===== src/rtl/core/assert_macros.svh =====
// Assertion helpers shared by the RTL.
`ifndef ASSERT_MACROS_SVH
`define ASSERT_MACROS_SVH

// Same-cycle implication, checked outside reset.
`define ASSERT_IMPLIES(label, clk, rst, ante, cons) \
  label: assert property (@(posedge clk) disable iff (rst) (ante) |-> (cons)) \
    else $error("assertion failed");

// Next-cycle implication, checked outside reset.
`define ASSERT_NEXT(label, clk, rst, ante, cons) \
  label: assert property (@(posedge clk) disable iff (rst) (ante) |=> (cons)) \
    else $error("assertion failed");

`endif


===== src/rtl/core/shcd_pkg.sv =====
package shcd_pkg;

  localparam logic [7:0]  SYNC_BYTE       = 8'h55;
  localparam logic [7:0]  CRC_POLY        = 8'h07;
  localparam logic [15:0] MAX_LEN_RESET   = 16'd2040;
  localparam logic [2:0]  HDR_IDX_LEN_HI  = 3'd0;
  localparam logic [2:0]  HDR_IDX_LEN_LO  = 3'd1;
  localparam logic [2:0]  HDR_IDX_TYPE    = 3'd3;
  localparam logic [2:0]  HDR_IDX_CRC     = 3'd4;

  typedef enum logic [1:0] {
    KIND_PAYLOAD = 2'd0,
    KIND_DONE    = 2'd1,
    KIND_REJECT  = 2'd2
  } kind_t;

  typedef enum logic [2:0] {
    PH_HUNT,
    PH_HEADER,
    PH_PAYLOAD,
    PH_DEST,
    PH_DCRC
  } phase_t;

  typedef struct packed {
    kind_t       kind;
    logic [7:0]  payload_byte;
    logic [7:0]  frame_type;
    logic [7:0]  dest_addr;
    logic [15:0] data_length;
    logic [7:0]  received_crc;
    logic        last_of_frame;
  } result_t;

  typedef struct packed {
    logic full;
    logic empty;
  } queue_status_t;

  // CRC-8, MSB first, one byte
  function automatic logic [7:0] crc8_byte(input logic [7:0] crc, input logic [7:0] data);
    logic [7:0] c;
    c = crc ^ data;
    for (int b = 0; b < 8; b++) begin
      if (c[7]) begin
        c = {c[6:0], 1'b0} ^ CRC_POLY;
      end else begin
        c = {c[6:0], 1'b0};
      end
    end
    return c;
  endfunction

endpackage


===== src/rtl/core/sync_header_crc8_deframer.sv =====
// Serial frame deframer: sync byte, five-byte header with CRC-8, payload, destination
// byte, data CRC byte.
// s_axis: one received byte per request in s_axis_tdata.
// cfg: write of max_data_len (cfg_data), always ready; write only while idle.
// m_axis: results. tuser is the kind (payload byte, frame complete, header rejected);
// tlast marks frame completion. Bytes that give no result (hunt, header, destination)
// produce nothing on m_axis.
// Throughput: one byte per cycle, sustained, as long as m_axis drains.
// Each result passes through a two-entry queue and then the output register before it
// is valid on m_axis.
// When m_axis stalls the queue fills and s_axis_tready drops once two results wait
// behind the output register; nothing is lost or repeated.
// Reset (rst, synchronous) empties the queue, returns to sync hunting and loads
// max_data_len with 2040.
`include "assert_macros.svh"

module sync_header_crc8_deframer (
  input  logic        clk,
  input  logic        rst,
  input  logic        s_axis_tvalid,
  output logic        s_axis_tready,
  input  logic [7:0]  s_axis_tdata,   // rx_byte
  output logic        m_axis_tvalid,
  input  logic        m_axis_tready,
  output logic [47:0] m_axis_tdata,   // payload_byte, frame_type, dest_addr, data_length,
                                      // received_crc
  output logic [1:0]  m_axis_tuser,   // result_kind
  output logic        m_axis_tlast,   // last_of_frame
  input  logic        cfg_valid,
  output logic        cfg_ready,
  input  logic [15:0] cfg_data        // max_data_len
);

  logic                    accept;
  logic                    push;
  logic                    pop;
  logic [15:0]             max_len;
  shcd_pkg::result_t       res;
  shcd_pkg::result_t       head;
  shcd_pkg::queue_status_t q_status;

  assign cfg_ready     = 1'b1;
  assign s_axis_tready = !q_status.full;
  assign accept        = s_axis_tvalid && s_axis_tready;

  always_ff @(posedge clk) begin
    if (rst) begin
      max_len <= shcd_pkg::MAX_LEN_RESET;
    end else if (cfg_valid && cfg_ready) begin
      max_len <= cfg_data;
    end
  end

  shcd_front u_front (
    .clk     (clk),
    .rst     (rst),
    .accept  (accept),
    .rx_byte (s_axis_tdata),
    .max_len (max_len),
    .push    (push),
    .res     (res)
  );

  shcd_queue u_queue (
    .clk       (clk),
    .rst       (rst),
    .push      (push),
    .push_data (res),
    .pop       (pop),
    .head      (head),
    .status    (q_status)
  );

  shcd_back u_back (
    .clk           (clk),
    .rst           (rst),
    .head          (head),
    .q_status      (q_status),
    .pop           (pop),
    .m_axis_tvalid (m_axis_tvalid),
    .m_axis_tready (m_axis_tready),
    .m_axis_tdata  (m_axis_tdata),
    .m_axis_tuser  (m_axis_tuser),
    .m_axis_tlast  (m_axis_tlast)
  );

  `ASSERT_IMPLIES(a_no_push_when_full, clk, rst, push, !q_status.full)
  `ASSERT_IMPLIES(a_push_only_on_accept, clk, rst, push, accept)
  `ASSERT_IMPLIES(a_last_matches_kind, clk, rst, m_axis_tvalid,
    m_axis_tlast == (m_axis_tuser == shcd_pkg::KIND_DONE))
  `ASSERT_NEXT(a_pop_fills_output, clk, rst, pop, m_axis_tvalid)

endmodule


===== src/rtl/core/shcd_front.sv =====
module shcd_front (
  input  logic                  clk,
  input  logic                  rst,
  input  logic                  accept,
  input  logic [7:0]            rx_byte,
  input  logic [15:0]           max_len,
  output logic                  push,
  output shcd_pkg::result_t     res
);

  shcd_pkg::phase_t phase, phase_next;
  logic [2:0]  hdr_cnt;
  logic [7:0]  crc;
  logic [15:0] length;
  logic [7:0]  ftype;
  logic [15:0] pay_cnt;
  logic [7:0]  dest_hold;
  logic [15:0] pay_cnt_inc;
  logic        hdr_bad;

  assign pay_cnt_inc = pay_cnt + 16'd1;
  assign hdr_bad = (crc != rx_byte) || (length > max_len);

  always_comb begin
    phase_next = phase;
    unique case (phase)
      shcd_pkg::PH_HUNT: begin
        if (rx_byte == shcd_pkg::SYNC_BYTE) phase_next = shcd_pkg::PH_HEADER;
      end
      shcd_pkg::PH_HEADER: begin
        if (hdr_cnt == shcd_pkg::HDR_IDX_CRC) begin
          if (hdr_bad) phase_next = shcd_pkg::PH_HUNT;
          else if (length == 16'd0) phase_next = shcd_pkg::PH_DEST;
          else phase_next = shcd_pkg::PH_PAYLOAD;
        end
      end
      shcd_pkg::PH_PAYLOAD: begin
        if (pay_cnt_inc >= length) phase_next = shcd_pkg::PH_DEST;
      end
      shcd_pkg::PH_DEST:  phase_next = shcd_pkg::PH_DCRC;
      shcd_pkg::PH_DCRC:  phase_next = shcd_pkg::PH_HUNT;
      default:            phase_next = shcd_pkg::PH_HUNT;
    endcase
  end

  always_comb begin
    push              = 1'b0;
    res.kind          = shcd_pkg::KIND_PAYLOAD;
    res.payload_byte  = 8'd0;
    res.frame_type    = ftype;
    res.dest_addr     = 8'd0;
    res.data_length   = length;
    res.received_crc  = 8'd0;
    res.last_of_frame = 1'b0;
    unique case (phase)
      shcd_pkg::PH_HEADER: begin
        if (hdr_cnt == shcd_pkg::HDR_IDX_CRC && hdr_bad) begin
          push     = accept;
          res.kind = shcd_pkg::KIND_REJECT;
        end
      end
      shcd_pkg::PH_PAYLOAD: begin
        push             = accept;
        res.payload_byte = rx_byte;
      end
      shcd_pkg::PH_DCRC: begin
        push              = accept;
        res.kind          = shcd_pkg::KIND_DONE;
        res.dest_addr     = dest_hold;
        res.received_crc  = rx_byte;
        res.last_of_frame = 1'b1;
      end
      default: begin
      end
    endcase
  end

  always_ff @(posedge clk) begin
    if (rst) begin
      phase     <= shcd_pkg::PH_HUNT;
      hdr_cnt   <= 3'd0;
      pay_cnt   <= 16'd0;
      dest_hold <= 8'd0;
    end else if (accept) begin
      phase <= phase_next;
      case (phase)
        shcd_pkg::PH_HUNT: begin
          hdr_cnt <= 3'd0;
        end
        shcd_pkg::PH_HEADER: begin
          hdr_cnt <= (hdr_cnt == shcd_pkg::HDR_IDX_CRC) ? 3'd0 : hdr_cnt + 3'd1;
          if (hdr_cnt == shcd_pkg::HDR_IDX_CRC) pay_cnt <= 16'd0;
        end
        shcd_pkg::PH_PAYLOAD: pay_cnt <= pay_cnt_inc;
        shcd_pkg::PH_DEST:    dest_hold <= rx_byte;
        shcd_pkg::PH_DCRC:    pay_cnt <= 16'd0;
        default: begin
        end
      endcase
    end
  end

  // header payload registers, running CRC over the four bytes ahead of the check byte
  always_ff @(posedge clk) begin
    if (accept && phase == shcd_pkg::PH_HEADER) begin
      case (hdr_cnt)
        shcd_pkg::HDR_IDX_LEN_HI: length[15:8] <= rx_byte;
        shcd_pkg::HDR_IDX_LEN_LO: length[7:0]  <= rx_byte;
        shcd_pkg::HDR_IDX_TYPE:   ftype        <= rx_byte;
        default: begin
        end
      endcase
      if (hdr_cnt == shcd_pkg::HDR_IDX_LEN_HI) crc <= shcd_pkg::crc8_byte(8'd0, rx_byte);
      else if (hdr_cnt != shcd_pkg::HDR_IDX_CRC) crc <= shcd_pkg::crc8_byte(crc, rx_byte);
    end
  end

endmodule


===== src/rtl/core/shcd_queue.sv =====
module shcd_queue (
  input  logic                      clk,
  input  logic                      rst,
  input  logic                      push,
  input  shcd_pkg::result_t         push_data,
  input  logic                      pop,
  output shcd_pkg::result_t         head,
  output shcd_pkg::queue_status_t   status
);

  shcd_pkg::result_t entry [2];
  logic       wr_ptr;
  logic       rd_ptr;
  logic [1:0] count;

  assign head         = entry[rd_ptr];
  assign status.full  = (count == 2'd2);
  assign status.empty = (count == 2'd0);

  always_ff @(posedge clk) begin
    if (rst) begin
      wr_ptr <= 1'b0;
      rd_ptr <= 1'b0;
      count  <= 2'd0;
    end else begin
      if (push) wr_ptr <= ~wr_ptr;
      if (pop)  rd_ptr <= ~rd_ptr;
      case ({push, pop})
        2'b10:   count <= count + 2'd1;
        2'b01:   count <= count - 2'd1;
        default: count <= count;
      endcase
    end
  end

  always_ff @(posedge clk) begin
    if (push) entry[wr_ptr] <= push_data;
  end

endmodule


===== src/rtl/core/shcd_back.sv =====
module shcd_back (
  input  logic                      clk,
  input  logic                      rst,
  input  shcd_pkg::result_t         head,
  input  shcd_pkg::queue_status_t   q_status,
  output logic                      pop,
  output logic                      m_axis_tvalid,
  input  logic                      m_axis_tready,
  output logic [47:0]               m_axis_tdata,
  output logic [1:0]                m_axis_tuser,
  output logic                      m_axis_tlast
);

  shcd_pkg::result_t out_reg;
  logic              out_valid;

  // refill when the slot is empty or being drained this cycle
  assign pop = !q_status.empty && (!out_valid || m_axis_tready);

  always_ff @(posedge clk) begin
    if (rst) begin
      out_valid <= 1'b0;
    end else if (pop) begin
      out_valid <= 1'b1;
    end else if (m_axis_tready) begin
      out_valid <= 1'b0;
    end
  end

  always_ff @(posedge clk) begin
    if (pop) out_reg <= head;
  end

  assign m_axis_tvalid = out_valid;
  assign m_axis_tdata  = {out_reg.received_crc, out_reg.data_length, out_reg.dest_addr,
                          out_reg.frame_type, out_reg.payload_byte};
  assign m_axis_tuser  = out_reg.kind;
  assign m_axis_tlast  = out_reg.last_of_frame;

endmodule


===== config.mk =====
export PLATFORM = sky130hd
export DESIGN_NAME = sync_header_crc8_deframer
export DESIGN_NICKNAME = d
export VERILOG_FILES = /design/src/rtl/core/shcd_pkg.sv /design/src/rtl/core/sync_header_crc8_deframer.sv /design/src/rtl/core/shcd_front.sv /design/src/rtl/core/shcd_queue.sv /design/src/rtl/core/shcd_back.sv
export VERILOG_INCLUDE_DIRS = /design/src /design/src/rtl/core
export SDC_FILE = /design/constraint.sdc
export NUM_CORES = 1
export LEC_CHECK = 0
export BUFFER_PORTS_ARGS = -buffer_cell sky130_fd_sc_hd__buf_4
export CAP_MARGIN = 20
export CORE_ASPECT_RATIO = 1.5
export CORE_MARGIN = 2
export CORE_UTILIZATION = 40
export DETAILED_ROUTE_END_ITERATION = 7
export GPL_ROUTABILITY_DRIVEN = 0
export SYNTH_ARGS = -nofsm -noshare
export SYNTH_HDL_FRONTEND = slang
export SYNTH_SLANG_ARGS = --single-unit
export TNS_END_PERCENT = 5

===== constraint.sdc =====
create_clock -name clk -period 4.69 [get_ports clk]
set_clock_uncertainty 0.15 [all_clocks]
set_input_delay 0.2345 -clock clk [delete_from_list [all_inputs] [get_ports clk]]
set_output_delay 0.2345 -clock clk [all_outputs]
set_load 0.005 [all_outputs]

==> impl_results.rst, run 1 <==
.. list-table::
   :header-rows: 1

   * - Metric
     - Value
   * - Xor/xnor cell area share of the yosys netlist
     - 0.0473
   * - Clock tree from TritonCTS
     - yes
   * - Synth Area in Adders
     - 0.0541
   * - Routed len/inst
     - 17.4 um
   * - Num ports
     - 83
   * - Antenna Diode Count
     - 0
   * - Average instance area after synthesis
     - 13.7 um^2
   * - Clock root buffer
     - sky130_fd_sc_hd__clkbuf_16
   * - Die Area
     - 26800 um^2
   * - Number of buffers on the longest clock path
     - 3
   * - Global-route wire length before repair
     - 32600 um
   * - Power Total
     - 4.83 mW
   * - Multiplexer fraction of the synthesized cell area
     - 0.0707
   * - Core Region
     - 25100 um^2
   * - Unrepaired setup endpoints after global routing
     - false
   * - Number of levels in the clock H-tree
     - 1
   * - Arrival time reported for the critical path endpoint
     - 3.42 ns
   * - DRC violation count after routing
     - 0
   * - Fraction of final layout cells with drive strength greater than 1
     - 0.224
   * - Maximum fanout count along the critical path
     - 31
   * - Summed negative setup slack over all endpoints
     - 0 ns
   * - Iteration count of the initial detailed-routing pass
     - 4
   * - Type of destination of the critical path
     - flop
   * - Starting DRC count in detailed routing
     - 323
   * - Placed wire-length estimate after detailed placement
     - 13700 um
   * - Worst-case vdd ir drop
     - 0.245 mV
   * - Worst setup path class
     - flop to flop
   * - Leading cell type in the layout, fill and taps excluded
     - sky130_fd_sc_hd__edfxtp_1
   * - Post-route fraction of the period consumed by the critical path
     - 0.721
   * - Areal power density over the cells
     - 399 nW/um^2
   * - Count of final max-slew check failures
     - 0
   * - Area growth from synthesis to layout
     - 18.8%
   * - GRT Util Overall
     - 0.157
   * - Hold Fails Final Rpt
     - 0
   * - Die width
     - between 100 and 150 um
   * - Via count
     - 5904
   * - Longest individual stage delay on the worst path
     - roughly 0.64 ns
   * - Maximum number of pins on one net before global-route repair
     - 53
   * - Most common flop cell mapped by yosys
     - sky130_fd_sc_hd__edfxtp_1
   * - Slowest library cell on the worst path
     - sky130_fd_sc_hd__and2b_2
   * - Vias per cell
     - 4.95
   * - Number of enable-type register cells in the synthesized netlist
     - 185
   * - Number of antenna violations at the first check in global routing
     - 0
   * - Clk_lat worst skew
     - 0.50 ns
   * - Net total in the final layout
     - 922
   * - Ys Warns
     - 0
   * - Post-Place Worst Slack
     - 1.29 ns
   * - Initial Utilization
     - 0.406
   * - Number of clock sinks
     - 236
   * - Clock slew seen by the registers of the worst setup and hold paths
     - 0.06 ns
   * - Total nets after synthesis
     - approximately 820
   * - Highest attainable clock frequency
     - about 300 MHz
   * - Number of distinct library cells after synthesis
     - 60
   * - Minimum clock period after layout
     - 3.38 ns
   * - Rows
     - between 70 and 80
   * - Synthesized-area fraction occupied by and/or/nand/nor cells
     - 0.0959
   * - Worst setup slack after layout
     - between 1 and 1.5 ns
   * - CP startpoint kind
     - flop
   * - Worst endpoint required time
     - roughly 4.7 ns
   * - Commonest cells after routing, fill and taps aside
     - 185 x sky130_fd_sc_hd__edfxtp_1, 87 x sky130_fd_sc_hd__buf_4, 54 x sky130_fd_sc_hd__nor2_1
   * - Number of violations of the max-capacitance limit
     - 0
   * - Slew HR
     - 0.479
   * - Fraction of registers with async set or reset after synthesis
     - 0
   * - Post-synthesis cell count
     - 742
   * - Post-route ant nets
     - 0
   * - Final standard cell utilization of the core
     - 0.483
   * - TritonCTS Buffers
     - 23
   * - Least-Margin Pin Slew
     - 0.779 ns
   * - Number of port buffers
     - a little over 80
   * - Number of storage elements in the synthesis netlist
     - approximately 240
   * - Sequence of cells on the critical path
     - ha_1 > nand4_2 > nor4_2 > a21boi_1 > nand3b_1 > a32oi_2 > and2b_2 > buf_12
   * - Setup violations, final
     - 0
   * - Combinational family with the most area after synthesis
     - simple AND/OR/NAND/NOR gates
   * - Compound-cell area share of the yosys netlist
     - 0.0557
   * - Setup Buffers After CTS
     - 0
   * - Path category of the worst min-delay check
     - primary input to flop
   * - Total detailed-routing wirelength
     - about 21000 um
   * - Global route total overflow
     - 0
   * - Seq/Total Area, Yosys
     - 0.646
   * - Die extent in y
     - around 200 um
   * - Number of global-route vias before repair
     - between 5000 and 6000
   * - Area of the mapped netlist
     - 10200 um^2
   * - Run status
     - finished, final reports clean
   * - LEAKAGE
     - roughly 4.5 nW
   * - Post_cts resized
     - 0
==> cells by family after synthesis <==
| family | count (synthesis) |
|---|---|
| other | 1 |
| DFF | 236 |
| buffers and inverters | 74 |
| xor gates and xnor gates | 55 |
| adders and majority gates | 44 |
| muxes | 65 |
| AOI/OAI and AO/OA | 89 |
| and+or+nand+nor | 178 |
==> routing by layer <==
metal	up-vias	GRT usage	part of all wire
met1	2863	0.191	0.42
li1	2893	-	-
met2	114	0.281	0.52
met5	-	0	0
met4	0	0.0577	0.029
met3	34	0.0221	0.040
==> worst max-delay path: cells and delay by family, from the launching register on <==
family | cells | cell delay, ns
AOI/OAI and AO/OA | 2 | 0.42
adders and majority gates | 1 | 0.35
and+or+nand+nor | 4 | 1.36
DFF | 1 | 0.47
buffers and inverters | 1 | 0.28
==> area by class of cell <==
cell class                 instances  area, um^2
clock inverter                     9        53.8
sequential                       236        6580
clock buffer                      32         639
tap                              328         410
fill                            2217       13000
multi-input combinational        432        3310
inverter                          40         150
timing repair buffer             116         953
==> flip-flops by register name, indices dropped and copies added (netlist names), 2 cells and up <==
name                 cells
u_front.length          16
u_back.m_axis_tuser      2
u_front.phase            3
max_len                 16
u_front.ftype            8
u_front.dest_hold        8
u_front.crc              8
u_queue.entry          102
u_front.hdr_cnt          3
u_queue.count            2
u_front.pay_cnt         16
u_back.m_axis_tdata     48
==> final timing paths <==
check | endpoint | slack (ns) | from | cells after the start
worst max-delay path | u_queue.entry[1][50] | 1.31 | u_front.length[13] | 8
worst min-delay path | max_len[7] | 0.02 | cfg_valid | 3
worst max register to register | u_queue.entry[1][50] | 1.31 | u_front.length[13] | 8
worst min register to register | u_queue.entry[0][33] | 0.30 | u_front.ftype[0] | 0
==> where the power goes <==
group	switching [mW]	internal (mW)	leakage, nW	total (mW)
registers	0.0630	2.43	2.09	2.49
clock network	0.756	0.955	0.344	1.71
logic	0.290	0.336	2.08	0.626
==> cell usage after synthesis, types with 13 or more instances <==
| master | n | area share |
|---|---|---|
| sky130_fd_sc_hd__a21oi_1 | 33 | 0.016 |
| sky130_fd_sc_hd__dfxtp_1 | 51 | 0.10 |
| sky130_fd_sc_hd__o21ai_0 | 17 | 0.0084 |
| sky130_fd_sc_hd__and2_1 | 27 | 0.017 |
| sky130_fd_sc_hd__inv_1 | 40 | 0.015 |
| sky130_fd_sc_hd__xor2_1 | 16 | 0.014 |
| sky130_fd_sc_hd__edfxtp_1 | 185 | 0.55 |
| sky130_fd_sc_hd__clkbuf_1 | 23 | 0.0085 |
| sky130_fd_sc_hd__xnor2_1 | 39 | 0.034 |
| sky130_fd_sc_hd__mux2i_1 | 13 | 0.013 |
| sky130_fd_sc_hd__nand2_1 | 31 | 0.011 |
| sky130_fd_sc_hd__ha_1 | 44 | 0.054 |
| sky130_fd_sc_hd__nor2_1 | 55 | 0.020 |
| sky130_fd_sc_hd__mux2_2 | 51 | 0.056 |
==> stage by stage <==
stage	instances	instance area (um^2)	hold slack, ns
3_3_place_gp	1124	11100	0.274
5_1_grt	1193	12100	0.0324
4_1_cts	1193	12100	0.00666
3_5_place_dp	1124	11100	0.283
6_report	1193	12100	0.0249
2_1_floorplan	742	10200	0.183
==> what timing repair did <==
item / CTS / global route
endpoints found under the hold margin: 45 / 0
endpoints found under the setup margin: 0 / 0
hold buffers: 28 / 0
(Power assumes the default switching activity.)
==> run 2: changes to the inputs <==
ABC_AREA = 1   (was default)
clock period = 3.1 ns   (was 4.69 ns; I/O delays follow)
==> run 2 against run 1 <==
Net effect: setup slack worse by 1.1 ns; largest cell class unchanged; register-to-register slack worse by 1.1 ns; critical endpoint is now u_front.phase[1]; synthesized cell count up 23%; critical path depth up 6.
==> impl_results.rst, run 2 <==
.. list-table::
   :header-rows: 1

   * - Metric
     - Value
   * - Initial Utilization
     - 0.404 (-0.00243)
   * - Die extent in y
     - 198 um (-0.64%)
   * - Worst-case vdd ir drop
     - 0.419 mV (+71%)
   * - R2R cell count
     - 14 (+6)
   * - Library cell with the highest instance count after synthesis
     - sky130_fd_sc_hd__nand2_1
   * - Average instance area after synthesis
     - 11.0 um^2 (-20%)
   * - Starting DRC count in detailed routing
     - 322 (-0.31%)
   * - Fraction of final layout cells with drive strength greater than 1
     - 0.162 (-0.0626)
   * - Count of cells along the worst hold path
     - 3 (unchanged)
   * - Maximum fanout count along the critical path
     - 5 (-84%)
   * - Antenna Diode Count
     - 0 (unchanged)
   * - Type of destination of the critical path
     - flop
   * - Areal power density over the cells
     - 675 nW/um^2 (+69%)
   * - Worst setup path class
     - flop to flop
   * - Fraction of registers with async set or reset after synthesis
     - 0 (unchanged)
   * - Post-detailed-placement cell area
     - 11100 um^2 (about the same)
   * - Maximum number of pins on one net before global-route repair
     - 55 (+3.8%)
   * - Path category of the worst min-delay check
     - primary input to flop
   * - Synth top cells by count
     - 247 x sky130_fd_sc_hd__nand2_1, 185 x sky130_fd_sc_hd__edfxtp_1, 86 x sky130_fd_sc_hd__inv_1
   * - Post-synthesis cell count
     - 914 (+23%)
   * - Area growth from synthesis to layout
     - 23.8%
   * - Unrepaired setup endpoints after global routing
     - true
   * - Rows
     - 71 (unchanged)
   * - Clock slew seen by the registers of the worst setup and hold paths
     - 0.07 ns (about the same)
   * - Number of buffers on the longest clock path
     - 3 (unchanged)
   * - Number of global-route vias before repair
     - 6310 (+6.2%)
   * - Sequence of cells on the critical path
     - ha_2 > nand3_2 > nor4_4 > nand4_1 > and2_1 > or2_1 > ha_1 > nand2_2 > nor3_2 > nand3_1 > nand4_1 > nand2_2 > nor3_1 > nor2_1
   * - Number of port buffers
     - 81 (unchanged)
   * - Minimum clock period after layout
     - 2.90 ns (-0.479 ns)
   * - Count of final max-slew check failures
     - 0 (unchanged)
   * - Num ports
     - 83 (unchanged)
   * - Commonest cells after routing, fill and taps aside
     - 245 x sky130_fd_sc_hd__nand2_1, 185 x sky130_fd_sc_hd__edfxtp_1, 100 x sky130_fd_sc_hd__buf_4
   * - CP startpoint kind
     - flop
   * - Post-route ant nets
     - 0 (unchanged)
   * - Number of distinct library cells after synthesis
     - 37 (-38%)
   * - Net total in the final layout
     - 1134 (+23%)
   * - Family of cells with the greatest summed delay on the critical path
     - simple AND/OR/NAND/NOR gates
   * - Run status
     - finished, final reports clean
   * - Number of enable-type register cells in the synthesized netlist
     - 185 (unchanged)
   * - Most common flop cell mapped by yosys
     - sky130_fd_sc_hd__edfxtp_1
   * - Synth top area share
     - 0.553 (+0.00721)
   * - Highest attainable clock frequency
     - 345 MHz (+17%)
   * - Clk_lat worst skew
     - 0.50 ns (about the same)
   * - Ys Warns
     - 0 (unchanged)
   * - Hold Fails Final Rpt
     - 0 (unchanged)
   * - Worst setup slack after layout
     - 0.200 ns (-1.11 ns)
   * - Seq/Total Area, Yosys
     - 0.655 (+0.00853)
   * - Placed wire-length estimate after detailed placement
     - 13900 um (+1.9%)
   * - Clock root buffer
     - sky130_fd_sc_hd__clkbuf_16
   * - Slowest library cell on the worst path
     - sky130_fd_sc_hd__dfxtp_2
   * - Number of clock sinks
     - 236 (unchanged)
   * - DRC violation count after routing
     - 0 (unchanged)
   * - Setup violations, final
     - 0 (unchanged)
   * - Via count
     - 6577 (+11%)
   * - Register with the most flip-flops
     - u_queue.entry
   * - Routed len/inst
     - 15.0 um (-13%)
   * - Post-route fraction of the period consumed by the critical path
     - 0.936 (+0.215)
   * - Number of buffers and inverters on the critical path
     - 0 (-1)
   * - Filler cells
     - 2213 (-0.18%)
   * - Number of antenna violations at the first check in global routing
     - 0 (unchanged)
   * - Total nets after synthesis
     - 987 (+21%)
   * - Top post-synthesis cells by area
     - sky130_fd_sc_hd__edfxtp_1 55%, sky130_fd_sc_hd__dfxtp_1 10%, sky130_fd_sc_hd__nand2_1 9.2%, sky130_fd_sc_hd__ha_1 5.5%, sky130_fd_sc_hd__a21oi_1 3.3%
   * - Post-Place Worst Slack
     - 0.143 ns (-1.14 ns)
   * - Number of levels in the clock H-tree
     - 1 (unchanged)
   * - Worst endpoint required time
     - 3.35 ns (-1.39 ns)
   * - Arrival time reported for the critical path endpoint
     - 3.15 ns (-0.27 ns)
   * - TritonCTS Buffers
     - 22 (-4.3%)
   * - Least-Margin Pin Slew
     - 0.767 ns (-0.0111 ns)
   * - Global-route wire length before repair
     - 33100 um (+1.5%)
   * - Die Area
     - 26400 um^2 (-1.3%)
   * - Clock tree from TritonCTS
     - yes
   * - Number of storage elements in the synthesis netlist
     - 236 (unchanged)
   * - Total stage count of the critical path
     - 14 (+6)
   * - Area of the mapped netlist
     - 10000 um^2 (-1.3%)
   * - Total detailed-routing wirelength
     - 21100 um (+1.9%)
   * - Post-synth top area cell
     - sky130_fd_sc_hd__edfxtp_1
   * - Global route total overflow
     - 0 (unchanged)
   * - Slew HR
     - 0.488 (+0.00876)
   * - GRT Util Overall
     - 0.161 (+0.00401)
   * - Core Region
     - 24900 um^2 (-0.71%)
   * - Leading cell type in the layout, fill and taps excluded
     - sky130_fd_sc_hd__nand2_1
   * - Longest individual stage delay on the worst path
     - 0.37 ns (-0.27 ns)
   * - Final std cell area, no fill
     - 12400 um^2 (+2.8%)
   * - Iteration count of the initial detailed-routing pass
     - 4 (unchanged)
   * - Vias per cell
     - 4.68 (-5.3%)
   * - Die width
     - 133 um (-0.64%)
   * - LEAKAGE
     - 5.02 nW (+11%)
   * - Max reg flops
     - 102 (unchanged)
   * - Number of violations of the max-capacitance limit
     - 0 (unchanged)
[run 2: cell count changes after synthesis, sizes merged, moves of 7 or more]
cell | before | now
a21oi | 33 | 67
and2 | 29 | 3
buf | 11 | 4
inv | 40 | 93
mux2 | 52 | 0
mux2i | 13 | 1
nand2 | 31 | 249
nor2 | 57 | 70
o211ai | 11 | 0
o21ai | 17 | 44
xnor2 | 39 | 21
[run 2: metrics by stage]
| stage | util | power (mW) | hold slack (ns) | std cells | setup TNS (ns) |
|---|---|---|---|---|---|
| 2_1_floorplan | - | 4.85 | 0.104 | 914 | -39.33 |
| 3_3_place_gp | 0.447 | 5.66 | 0.231 | 1310 | 0 |
| 3_5_place_dp | 0.447 | 5.68 | 0.234 | 1310 | 0 |
| 4_1_cts | 0.495 | 8.50 | 0.0910 | 1394 | 0 |
| 5_1_grt | 0.500 | 8.79 | 0.154 | 1404 | -0.0843 |
| 6_report | 0.500 | 8.40 | 0.104 | 1404 | 0 |
[run 2: cell type report]
type / instances / area, um^2 / area share
inverter: 95 / 357 / 0.0287
clock buffer: 29 / 672 / 0.0540
clock inverter: 10 / 87.6 / 0.00704
timing repair buffer: 148 / 1260 / 0.101
tap: 328 / 410 / 0.0330
multi-input combinational: 558 / 3070 / 0.247
sequential: 236 / 6580 / 0.529
[run 2: repair_timing]
item,in CTS,in global routing
endpoints found under the hold margin,88,0
hold buffers,45,0
endpoints found under the setup margin,0,4
resized for setup,0,12
setup buffers,0,10
[run 2: final timing paths]
check	startpoint	to	slack, ns
setup / recovery	u_front.pay_cnt[0]	u_front.phase[1]	0.20
hold / removal	cfg_valid	max_len[14]	0.10
setup reg to reg	u_front.pay_cnt[0]	u_front.phase[1]	0.20
hold reg to reg	u_front.ftype[6]	u_queue.entry[1][39]	0.29
[run 2: cells by family after synthesis]
family          synth area share
simple gates               0.147
flops                      0.655
buf+inv                   0.0465
compound gates            0.0607
fa+ha+maj                 0.0548
xor+xnor                  0.0354
other cells             0.000373
mux                     0.000997
[run 2: worst reg2reg max path, delay by kind of cell (launching register included)]
family	cells	cell delay, ns
AND/OR/NAND/NOR	12	1.78
adder cells (fa/ha/maj)	2	0.50
flip-flops	1	0.37
[run 2: metal layers]
| layer | GRT usage | share of wire | up-vias |
|---|---|---|---|
| li1 | - | - | 3334 |
| met1 | 0.182 | 0.39 | 3099 |
| met2 | 0.313 | 0.55 | 114 |
| met3 | 0.0187 | 0.035 | 30 |
| met4 | 0.0481 | 0.021 | 0 |
| met5 | 0 | 0 | - |
[run 2: power by group]
group          switching, mW  internal, mW
combinational          0.870         0.679
sequential             0.127          3.95
clock                   1.15          1.62
